[src/rtl/core/clx_pkg.sv]
// Shared types and constants for the character stream lexer.
`default_nettype none

package clx_pkg;

    localparam int TEXT_BYTES = 8;
    localparam int TEXT_W     = TEXT_BYTES * 8;
    localparam int LEN_W      = 8;
    localparam int CLASS_W    = 3;

    localparam int FIFO_DEPTH = 4;
    localparam int FIFO_PTR_W = $clog2(FIFO_DEPTH);
    localparam int FIFO_CNT_W = $clog2(FIFO_DEPTH + 1);

    localparam logic [CLASS_W-1:0] CLS_KEYWORD = 3'd0;
    localparam logic [CLASS_W-1:0] CLS_IDENT   = 3'd1;
    localparam logic [CLASS_W-1:0] CLS_OPER    = 3'd2;
    localparam logic [CLASS_W-1:0] CLS_DELIM   = 3'd3;
    localparam logic [CLASS_W-1:0] CLS_LITERAL = 3'd4;

    localparam logic [7:0] CH_TAB     = 8'd9;
    localparam logic [7:0] CH_NL      = 8'd10;
    localparam logic [7:0] CH_SPACE   = 8'd32;
    localparam logic [7:0] CH_HASH    = 8'd35;
    localparam logic [7:0] CH_PERCENT = 8'd37;
    localparam logic [7:0] CH_LPAREN  = 8'd40;
    localparam logic [7:0] CH_RPAREN  = 8'd41;
    localparam logic [7:0] CH_STAR    = 8'd42;
    localparam logic [7:0] CH_PLUS    = 8'd43;
    localparam logic [7:0] CH_COMMA   = 8'd44;
    localparam logic [7:0] CH_MINUS   = 8'd45;
    localparam logic [7:0] CH_SLASH   = 8'd47;
    localparam logic [7:0] CH_ZERO    = 8'd48;
    localparam logic [7:0] CH_NINE    = 8'd57;
    localparam logic [7:0] CH_SEMI    = 8'd59;
    localparam logic [7:0] CH_EQUAL   = 8'd61;

    localparam logic [LEN_W-1:0] LEN_MAX = 8'd255;

    // Keyword text, first byte in the lowest byte, zero padded
    localparam logic [TEXT_W-1:0] KW_DEF_TEXT    = 64'h0000_0000_0066_6564;
    localparam logic [TEXT_W-1:0] KW_RETURN_TEXT = 64'h0000_6e72_7574_6572;
    localparam logic [TEXT_W-1:0] KW_PRINT_TEXT  = 64'h0000_0074_6e69_7270;
    localparam logic [LEN_W-1:0]  KW_DEF_LEN     = 8'd3;
    localparam logic [LEN_W-1:0]  KW_RETURN_LEN  = 8'd6;
    localparam logic [LEN_W-1:0]  KW_PRINT_LEN   = 8'd5;

    typedef struct packed {
        logic [CLASS_W-1:0] token_class;
        logic [TEXT_W-1:0]  token_text;
        logic [LEN_W-1:0]   token_length;
        logic               truncated;
        logic               last_of_run;
    } token_t;

    typedef struct packed {
        logic [1:0] count;
        token_t     tok0;
        token_t     tok1;
    } scan_res_t;

endpackage

`default_nettype wire

[src/rtl/core/char_stream_lexer.sv]
// Top level of the character stream lexer: input register, scanner and token queue.
// Takes one source byte per transfer and sustains one byte per cycle. Each byte is held
// in the input register, then goes through the scanner into the token queue, whose head
// drives the output. A byte that ends a pending word and is itself an operator or
// delimiter yields two tokens; the queue takes both at once and drains one per cycle
// while the output is ready, so the input stalls only while the four-entry queue holds
// more than two tokens. Bytes inside a '#' comment and word bytes give no token;
// end_of_input on a byte flushes the pending word after that byte.
`default_nettype none

module char_stream_lexer #(
    parameter int MAX_TOKEN_BYTES = 8
) (
    input  wire logic        clk,
    input  wire logic        rst_n,
    input  wire logic        s_axis_tvalid,
    output logic             s_axis_tready,
    input  wire logic [7:0]  s_axis_tdata,   // [7:0] char_code
    input  wire logic        s_axis_tlast,   // end_of_input
    output logic             m_axis_tvalid,
    input  wire logic        m_axis_tready,
    output logic [71:0]      m_axis_tdata,   // [63:0] token_text, [71:64] token_length
    output logic [3:0]       m_axis_tuser,   // [2:0] token_class, [3] truncated
    output logic             m_axis_tlast    // last_of_run
);
    import clx_pkg::*;

    logic       in_vld_reg;
    logic [7:0] in_char_reg;
    logic       in_eoi_reg;
    logic       room;
    logic       go;
    logic       in_xfer;
    scan_res_t  res;
    token_t     out_tok;

    assign go            = in_vld_reg && room;
    assign s_axis_tready = !in_vld_reg || go;
    assign in_xfer       = s_axis_tvalid && s_axis_tready;

    always_ff @(posedge clk or negedge rst_n)
    begin
        if (!rst_n)
        begin
            in_vld_reg <= 1'b0;
        end
        else if (in_xfer)
        begin
            in_vld_reg <= 1'b1;
        end
        else if (go)
        begin
            in_vld_reg <= 1'b0;
        end
    end

    always_ff @(posedge clk)
    begin
        if (in_xfer)
        begin
            in_char_reg <= s_axis_tdata;
            in_eoi_reg  <= s_axis_tlast;
        end
    end

    clx_scan #(
        .MAX_TOKEN_BYTES (MAX_TOKEN_BYTES)
    ) u_scan (
        .clk          (clk),
        .rst_n        (rst_n),
        .go           (go),
        .char_code    (in_char_reg),
        .end_of_input (in_eoi_reg),
        .res          (res)
    );

    clx_tok_fifo u_fifo (
        .clk       (clk),
        .rst_n     (rst_n),
        .push      (go),
        .in_res    (res),
        .room      (room),
        .out_valid (m_axis_tvalid),
        .out_ready (m_axis_tready),
        .out_tok   (out_tok)
    );

    assign m_axis_tdata = {out_tok.token_length, out_tok.token_text};
    assign m_axis_tuser = {out_tok.truncated, out_tok.token_class};
    assign m_axis_tlast = out_tok.last_of_run;

endmodule

`default_nettype wire

[src/rtl/core/clx_scan.sv]
// Byte classifier, pending word state and token builder.
`default_nettype none

module clx_scan #(
    parameter int MAX_TOKEN_BYTES = 8
) (
    input  wire logic               clk,
    input  wire logic               rst_n,
    input  wire logic               go,
    input  wire logic [7:0]         char_code,
    input  wire logic               end_of_input,
    output clx_pkg::scan_res_t      res
);
    import clx_pkg::*;

    localparam logic [LEN_W-1:0] STORE_LEN = LEN_W'(MAX_TOKEN_BYTES);

    logic [TEXT_W-1:0] word_bytes_reg, word_bytes_next;
    logic [LEN_W-1:0]  word_length_reg, word_length_next;
    logic              in_comment_reg, in_comment_next;

    logic              is_ws, is_hash, is_op, is_delim, is_nl;
    logic              flush_now, append, single_vld, word_vld;
    logic [TEXT_W-1:0] src_bytes;
    logic [LEN_W-1:0]  src_length;
    logic              is_kw;
    token_t            word_tok, single_tok;

    always_comb
    begin
        is_nl    = (char_code == CH_NL);
        is_ws    = char_code inside {CH_SPACE, CH_TAB, CH_NL};
        is_hash  = (char_code == CH_HASH);
        is_op    = char_code inside {CH_PLUS, CH_MINUS, CH_STAR, CH_SLASH, CH_PERCENT,
                                     CH_EQUAL};
        is_delim = char_code inside {CH_COMMA, CH_SEMI, CH_LPAREN, CH_RPAREN};

        flush_now  = in_comment_reg ? is_nl : (is_ws || is_op || is_delim);
        single_vld = !in_comment_reg && (is_op || is_delim);
        append     = !in_comment_reg && !is_hash && !is_ws && !is_op && !is_delim;

        // append the byte into the next free lane while lanes remain
        src_bytes  = word_bytes_reg;
        src_length = word_length_reg;
        if (append)
        begin
            for (int i = 0; i < TEXT_BYTES; i++)
            begin
                if ((i < MAX_TOKEN_BYTES) && (word_length_reg == LEN_W'(i)))
                begin
                    src_bytes[i*8 +: 8] = char_code;
                end
            end
            if (word_length_reg != LEN_MAX)
            begin
                src_length = word_length_reg + 8'd1;
            end
        end

        word_vld = (flush_now || end_of_input) && (src_length != '0);

        is_kw = ((src_length == KW_DEF_LEN)    && (src_bytes == KW_DEF_TEXT))
             || ((src_length == KW_RETURN_LEN) && (src_bytes == KW_RETURN_TEXT))
             || ((src_length == KW_PRINT_LEN)  && (src_bytes == KW_PRINT_TEXT));

        word_tok.token_text   = src_bytes;
        word_tok.token_length = src_length;
        word_tok.truncated    = (src_length > STORE_LEN);
        word_tok.last_of_run  = !single_vld;
        if (is_kw)
        begin
            word_tok.token_class = CLS_KEYWORD;
        end
        else if ((src_bytes[7:0] >= CH_ZERO) && (src_bytes[7:0] <= CH_NINE))
        begin
            word_tok.token_class = CLS_LITERAL;
        end
        else
        begin
            word_tok.token_class = CLS_IDENT;
        end

        single_tok.token_class  = is_op ? CLS_OPER : CLS_DELIM;
        single_tok.token_text   = {{(TEXT_W-8){1'b0}}, char_code};
        single_tok.token_length = 8'd1;
        single_tok.truncated    = 1'b0;
        single_tok.last_of_run  = 1'b1;

        res.count = 2'(word_vld) + 2'(single_vld);
        res.tok0  = word_vld ? word_tok : single_tok;
        res.tok1  = single_tok;

        if (flush_now || end_of_input)
        begin
            word_bytes_next  = '0;
            word_length_next = '0;
        end
        else
        begin
            word_bytes_next  = src_bytes;
            word_length_next = src_length;
        end

        if (end_of_input)
        begin
            in_comment_next = 1'b0;
        end
        else if (in_comment_reg)
        begin
            in_comment_next = !is_nl;
        end
        else
        begin
            in_comment_next = is_hash;
        end
    end

    always_ff @(posedge clk or negedge rst_n)
    begin
        if (!rst_n)
        begin
            word_bytes_reg  <= '0;
            word_length_reg <= '0;
            in_comment_reg  <= 1'b0;
        end
        else if (go)
        begin
            word_bytes_reg  <= word_bytes_next;
            word_length_reg <= word_length_next;
            in_comment_reg  <= in_comment_next;
        end
    end

    a_eoi_clears: assert property (@(posedge clk) disable iff (!rst_n)
        go && end_of_input |=> (word_length_reg == '0) && !in_comment_reg)
        else $error("pending word or comment mode survives end of input");

    a_empty_word_zero: assert property (@(posedge clk) disable iff (!rst_n)
        (word_length_reg == '0) |-> (word_bytes_reg == '0))
        else $error("stale bytes held with no pending word");

    a_two_means_single: assert property (@(posedge clk) disable iff (!rst_n)
        go && (res.count == 2'd2) |-> !res.tok0.last_of_run && res.tok1.last_of_run)
        else $error("two tokens from one byte carry wrong run marks");

endmodule

`default_nettype wire

[src/rtl/core/clx_tok_fifo.sv]
// Output token queue: up to two tokens in per cycle, one out if ready.
`default_nettype none

module clx_tok_fifo (
    input  wire logic          clk,
    input  wire logic          rst_n,
    input  wire logic          push,
    input  clx_pkg::scan_res_t in_res,
    output logic               room,
    output logic               out_valid,
    input  wire logic          out_ready,
    output clx_pkg::token_t    out_tok
);
    import clx_pkg::*;

    token_t                mem_reg [FIFO_DEPTH];
    logic [FIFO_PTR_W-1:0] rd_ptr_reg, rd_ptr_next;
    logic [FIFO_PTR_W-1:0] wr_ptr_reg, wr_ptr_next;
    logic [FIFO_CNT_W-1:0] count_reg, count_next;
    logic [1:0]            push_n;
    logic                  pop;
    logic [FIFO_PTR_W-1:0] wr_ptr_plus1;

    always_comb
    begin
        push_n       = push ? in_res.count : 2'd0;
        pop          = out_valid && out_ready;
        wr_ptr_plus1 = wr_ptr_reg + FIFO_PTR_W'(1);
        wr_ptr_next  = wr_ptr_reg + FIFO_PTR_W'(push_n);
        rd_ptr_next  = rd_ptr_reg + FIFO_PTR_W'(pop);
        count_next   = count_reg + FIFO_CNT_W'(push_n) - FIFO_CNT_W'(pop);
    end

    assign room      = (count_reg <= FIFO_CNT_W'(FIFO_DEPTH - 2));
    assign out_valid = (count_reg != '0);
    assign out_tok   = mem_reg[rd_ptr_reg];

    always_ff @(posedge clk or negedge rst_n)
    begin
        if (!rst_n)
        begin
            rd_ptr_reg <= '0;
            wr_ptr_reg <= '0;
            count_reg  <= '0;
        end
        else
        begin
            rd_ptr_reg <= rd_ptr_next;
            wr_ptr_reg <= wr_ptr_next;
            count_reg  <= count_next;
        end
    end

    always_ff @(posedge clk)
    begin
        if (push_n != 2'd0)
        begin
            mem_reg[wr_ptr_reg] <= in_res.tok0;
        end
        if (push_n == 2'd2)
        begin
            mem_reg[wr_ptr_plus1] <= in_res.tok1;
        end
    end

    a_count_bound: assert property (@(posedge clk) disable iff (!rst_n)
        count_reg <= FIFO_CNT_W'(FIFO_DEPTH))
        else $error("token queue overfilled");

    a_push_has_room: assert property (@(posedge clk) disable iff (!rst_n)
        (push_n != 2'd0) |-> room)
        else $error("tokens pushed without room for a full pair");

    a_ptr_gap: assert property (@(posedge clk) disable iff (!rst_n)
        (wr_ptr_reg - rd_ptr_reg) == FIFO_PTR_W'(count_reg))
        else $error("queue pointers disagree with fill count");

endmodule

`default_nettype wire

[config.mk]
export PLATFORM = sky130hd
export DESIGN_NAME = char_stream_lexer
export DESIGN_NICKNAME = d
export VERILOG_FILES = /design/src/rtl/core/clx_pkg.sv /design/src/rtl/core/char_stream_lexer.sv /design/src/rtl/core/clx_scan.sv /design/src/rtl/core/clx_tok_fifo.sv
export SDC_FILE = /design/constraint.sdc
export NUM_CORES = 1
export LEC_CHECK = 0
export BUFFER_PORTS_ARGS = -buffer_cell sky130_fd_sc_hd__buf_2
export CORE_MARGIN = 4
export CORE_UTILIZATION = 60
export CTS_BUF_LIST = sky130_fd_sc_hd__clkbuf_4
export CTS_CLUSTER_SIZE = 8
export DETAILED_ROUTE_END_ITERATION = 8
export PLACE_DENSITY = 0.78
export SLEW_MARGIN = 20
export SYNTH_ARGS = -nofsm -noshare
export SYNTH_HDL_FRONTEND = slang
export SYNTH_SLANG_ARGS = --single-unit
[constraint.sdc]
create_clock -name clk -period 7.7 [get_ports clk]
set_input_delay 0.77 -clock clk [delete_from_list [all_inputs] [get_ports clk]]
set_output_delay 0.77 -clock clk [all_outputs]
set_load 0.05 [all_outputs]
# After elaboration in Yosys (flattened, before gate mapping)
# Memory sizes are Yosys's and may differ from the RTL's.
# Index checks and enable logic that the tools add are counted.
[word_totals]
ramBits = 308
regBits = 90
mem_count = 1
in_bits = 13
output_inout_bits = 79
[op_classes]
addsub = 7
n_reduce_logical = 36
eq_ne = 29
n_mux = 27
magnitude_cmp = 4
[mem_list]
columns = ["name", "depth", "width", "rd", "rd_ports_with_merged_regs", "wr", "line_no", "rtl"]
rows = [
  ["u_fifo.mem_reg", 4, 77, 1, 0, 2, "clx_tok_fifo.sv:16", "token_t mem_reg [FIFO_DEPTH];"],
]
[ops]
columns = ["cell", "count"]
rows = [
  ["$mux 64", 2],
  ["$eq 8x6->1 const B", 12],
  ["$mux 8", 11],
  ["$mux 77", 1],
  ["$eq 64x23->1 const B", 1],
  ["$eq 64x39->1 const B", 1],
  ["$eq 64x47->1 const B", 1],
  ["$eq 8x3->1 const B", 6],
  ["$eq 8x2->1 const B", 3],
  ["$eq 8x4->1 const B", 2],
  ["$logic_and 1x1->1", 13],
  ["$mux 1", 10],
  ["$add 8x1->8 const B", 1],
  ["$eq 8x1->1 const B", 1],
  ["$ge 8x6->1 const B", 1],
  ["$gt 8x4->1 const B", 1],
  ["$le 8x6->1 const B", 1],
  ["$logic_not 1->1", 8],
  ["$logic_not 8->1", 1],
  ["$ne 8x8->1 const B", 1],
  ["$reduce_bool 8->1", 1],
  ["$logic_or 1x1->1", 7],
  ["$mux 3", 2],
  ["$reduce_bool 3->1", 2],
  ["other kinds (12)", 13],
]

# Logic depth before layout (Yosys ltp)
[depth]
word_depth = 14
depth_mapped = 20
ltp_nobuf = 15

# By module
# A second synthesis with hierarchy kept.
[unflattened]
hier_cells = 1588
area_unflattened_um2 = 21359.2
[modules_own_cells]
columns = ["module", "n_inst", "area_per_inst_um2", "cells_per_inst", "seq_area_each_um2"]
rows = [
  ["clx_tok_fifo", 1, 15299.7, 789, 9424.0],
  ["clx_scan", 1, 5729.2, 785, 1826.8],
  ["char_stream_lexer", 1, 330.3, 14, 295.3],
]

# Least setup slack after synthesis
# Ideal clock, no wire load.
[synth_path]
path_kind = "reg-to-reg"
start = "register in_char_reg[0]"
end = "memory u_fifo.mem_reg[3][0] (netlist name)"
n_path_buf = 4
synth_period_minus_slack_ps = 4310
setup_ps = 117
arrival_ps = 4193
setup_slack_ps = 3390
required_time_ps = 7583
stages_incl_launch_ff = 19
cell_sequence = "edfxtp_1 > buf_6 > xnor2_2 > mux2i_2 > a21oi_4 > nand4b_1 > mux2_2 > nor4_2 > a31o_2 > inv_2 > buf_2 > ha_1 > clkbuf_1 > o21ai_1 > nor2_1 > nor2_1 > clkbuf_1 > inv_1 > o22a_1"
[synth_lines]
columns = ["item", "line_no", "rtl"]
rows = [
  ["start, declared", "char_stream_lexer.sv:29", "logic [7:0] in_char_reg;"],
  ["start signal, assigned", "char_stream_lexer.sv:61", "in_char_reg <= s_axis_tdata;"],
  ["end, declared", "clx_tok_fifo.sv:16", ""],
]

==> results_dict.tcl <==
set metrics [dict create \
    avgRoutedWirePerCell_um 23.16 \
    startpoint_type "register" \
    ys_seq_area_share_pct 50.56 \
    grt_pass1_vias 14140 \
    dr.pass1.iters 5 \
    gr-usage-met3_pct 6.889 \
    finalHoldViolCount 0 \
    place_area_mm2 0.01814 \
    cts_resized 0 \
    power.total_w 0.007008 \
    synth_edf_count 45 \
    synth_nets 1638 \
    die_h_um 178.5 \
    p_switching_w 0.002847 \
    wirelength_mm 50.20 \
    use_met2_pct 49.09 \
    grt_pass1_wl_mm 78.73 \
    synthTopCellsByCount "dfxtp_1 (272), a22o_1 (240), nand2_1 (235)" \
    grt_start_max_net_pins 67 \
    drive_gt1_share_pct 22.33 \
    synth_top_area_share_pct 31.20 \
    synth_top_family_by_area "compound AO/OA/AOI/OAI gates" \
    synth.most_common_cell "dfxtp_1" \
    power.leakage_nw 7.716 \
    die_w_um 178.5 \
    dieArea_mm2 0.03188 \
    setup_slack_ns 1.587 \
    synth-compound-area-share_pct 19.77 \
    postSynth.asyncResetShare_pct 20.35 \
    clk_path_buf_depth 3 \
    min_period_ns 6.113 \
    multi_input_area_mm2 0.008133 \
    slowest_delay_ns 0.91 \
    cts_num_sinks 398 \
    ant_nets 0 \
    muxShareOfSynthArea_pct 12.46 \
    clkPwrFrac_pct 25.7 \
    finalCritPeriodShare_pct 79.39 \
    largest_reg_flops 308 \
    max-vdd-ir-drop_uv 202.7 \
    place_ws_ns 1.678 \
    fillCellCount 2182 \
    coreArea_mm2 0.02870 \
    tightest_slew_ns 1.149 \
    grtUsageMet1_pct 43.39 \
    syn_inst 1614 \
    slowest_stage "or2_0" \
    worstPathArrival_ns 6.65 \
    synth-seq-cells 398 \
    outcome "finished clean" \
    synth-main-ff-cell "dfxtp_1" \
    drtIter0Drc 1476 \
    cts_made_buffers 98 \
    synth-xor-area-share_pct 0.5449 \
    worstPathRequired_ns 8.23 \
    seq_power_share_pct 39.9 \
    crit_buf_inv 2 \
    dpl.hpwl_mm 31.49 \
    synth.distinct_cells 78 \
    htree_num_levels 3 \
    setup_viol 0 \
    globalplace.congestion 0.9856 \
    vias 14320 \
    cp_top_family "simple AND/OR/NAND/NOR gates" \
    portBuffers 91 \
    slew_headroom_pct 23.39 \
    worstSetupEndpointType "register" \
    worstHoldPathType "in2reg" \
    drv_cap 0 \
    start_util_pct 60.80 \
    internal_power_w 0.004161 \
    ys_top_cells_by_area "dfxtp_1 (31%), a22o_1 (12%), dfrtp_1 (12%), mux4_2 (9.9%), edfxtp_1 (7.7%)" \
    synth_area_leader_cell "dfxtp_1" \
    fmax_ghz 0.1636 \
    cts_root_buf "clkbuf_4" \
    fin_skew_ns 0.08477 \
    design.portCount 92 \
    busiest_layer "met2" \
    ys_warn_count 0 \
    syn_area_per_cell_um2 10.81 \
    switching_share_pct 40.62 \
    rows 62 \
    rsz0062_at_grt "no" \
    insertion_delay_ns 0.82 \
    path_class "reg2reg" \
    worstPathCellList "buf_4, xnor2_2, mux2i_2, and2_1, nor3_2, nand3b_1, xor2_1, a31o_2, inv_2, ha_1, o21ai_1, or2_0, o21ai_2, a22o_1" \
    seq_area_mm2 0.008831 \
    fin_hold_ws_ns 0.1645 \
    antenna_found_initial 2 \
    grt_remaining_overflow 0 \
    drc 0 \
    track_usage_pct 31.56 \
    nets 1729 \
    crit_fanout 19 \
    synth-simple-area-share_pct 12.51 \
    synthesis.area_mm2 0.01745 \
    powerDensity_mw_per_mm2 360.5 \
    pwr-share-comb_pct 34.4 \
    cts_tree "built" \
    tns_ns 0 \
    final_area_mm2 0.01944 \
    viasPerCell 6.603 \
    area_growth_pct 11.41 \
    maxSlewViolCount 0 \
    cts.clk_slew.worst_paths_ns 0.06 \
    synthAdderAreaFrac_pct 0.8891 \
]
-- worst paths after layout --
check                                                   startpoint                                     to  slack, ns  depth (start not counted)
worst max-delay path                      in_char_reg[1]$_DFFE_PP_        u_fifo.mem_reg[3][12]$_DFFE_PP_       1.59                         14
worst min-delay path                               s_axis_tdata[0]               in_char_reg[0]$_DFFE_PP_       0.16                          1
worst max register to register            in_char_reg[1]$_DFFE_PP_        u_fifo.mem_reg[3][12]$_DFFE_PP_       1.59                         14
worst min register to register  u_fifo.mem_reg[3][42]$_SDFFE_PP0P_     u_fifo.mem_reg[3][42]$_SDFFE_PP0P_       0.45                          2
max in group asynchronous                                    rst_n  u_scan.word_bytes_reg[63]$_DFFE_PN0P_       6.16                          3
min in group asynchronous                                    rst_n  u_scan.word_length_reg[2]$_DFFE_PN0P_       0.42                          2
-- cells in the final DEF, fill, tap and decap left out, types with 14 or more instances in the layout --
master / instances
dfxtp_1: 272
a22o_1: 240
nand2_1: 235
clkbuf_4: 155
o21ai_0: 134
buf_2: 90
dfrtp_1: 79
mux4_2: 77
nor2_1: 67
a21oi_1: 49
edfxtp_1: 45
mux2i_1: 37
buf_4: 25
nand2b_1: 23
nor3_1: 18
clkinv_1: 16
inv_1: 14
-- power groups by stage --
stage | Sequential (W) | Clock [W] | Combinational, W
after floorplan | 0.00262 | 0 | 0.00189
after global placement | 0.00280 | 0 | 0.00235
after detailed placement | 0.00282 | 0 | 0.00239
after CTS | 0.00278 | 0.00182 | 0.00239
after global routing | 0.00283 | 0.00193 | 0.00257
final | 0.00279 | 0.00180 | 0.00241
-- logic make-up (layout without fill, tap and decap cells) --
family,count (synthesis),count (layout)
and+or+nand+nor,456,456
AOI/OAI and AO/OA,477,477
buffers and inverters,141,309
other,0,2
DFF,398,398
adders and majority gates,12,12
xor gates and xnor gates,10,10
muxes,120,120
-- metal layers --
| metal | wire length, um | share of wire, % |
|---|---|---|
| met2 | 23510 | 47 |
| met4 | 1584 | 3.2 |
| met1 | 20520 | 41 |
| met5 | 0 | 0 |
| met3 | 4589 | 9.1 |
-- cell type report --
| cell class | count | share of cell area, % |
|---|---|---|
| tap | 384 | 2.471 |
| clock buffer | 155 | 5.985 |
| timing repair buffer | 116 | 3.334 |
| inverter | 16 | 0.3089 |
| sequential | 398 | 45.42 |
| multi-input combinational | 1075 | 41.83 |
| clock inverter | 22 | 0.6178 |
| antenna | 2 | 0.02574 |
-- timing repair --
action / CTS / global route
hold endpoints to repair: 23 / 0
setup endpoints to repair: 0 / 0
buffers inserted: 0 / 0
hold buffers: 1 / 0
-- through the flow --
| step | cells | util (%) |
|---|---|---|
| final | 2168 | 67.73 |
| after global routing | 2168 | 67.73 |
| after CTS | 2166 | 67.72 |
| after detailed placement | 1988 | 63.21 |
| after global placement | 1988 | 63.21 |
| after floorplan | 1614 | - |
Power figures use the tool's default switching activity.
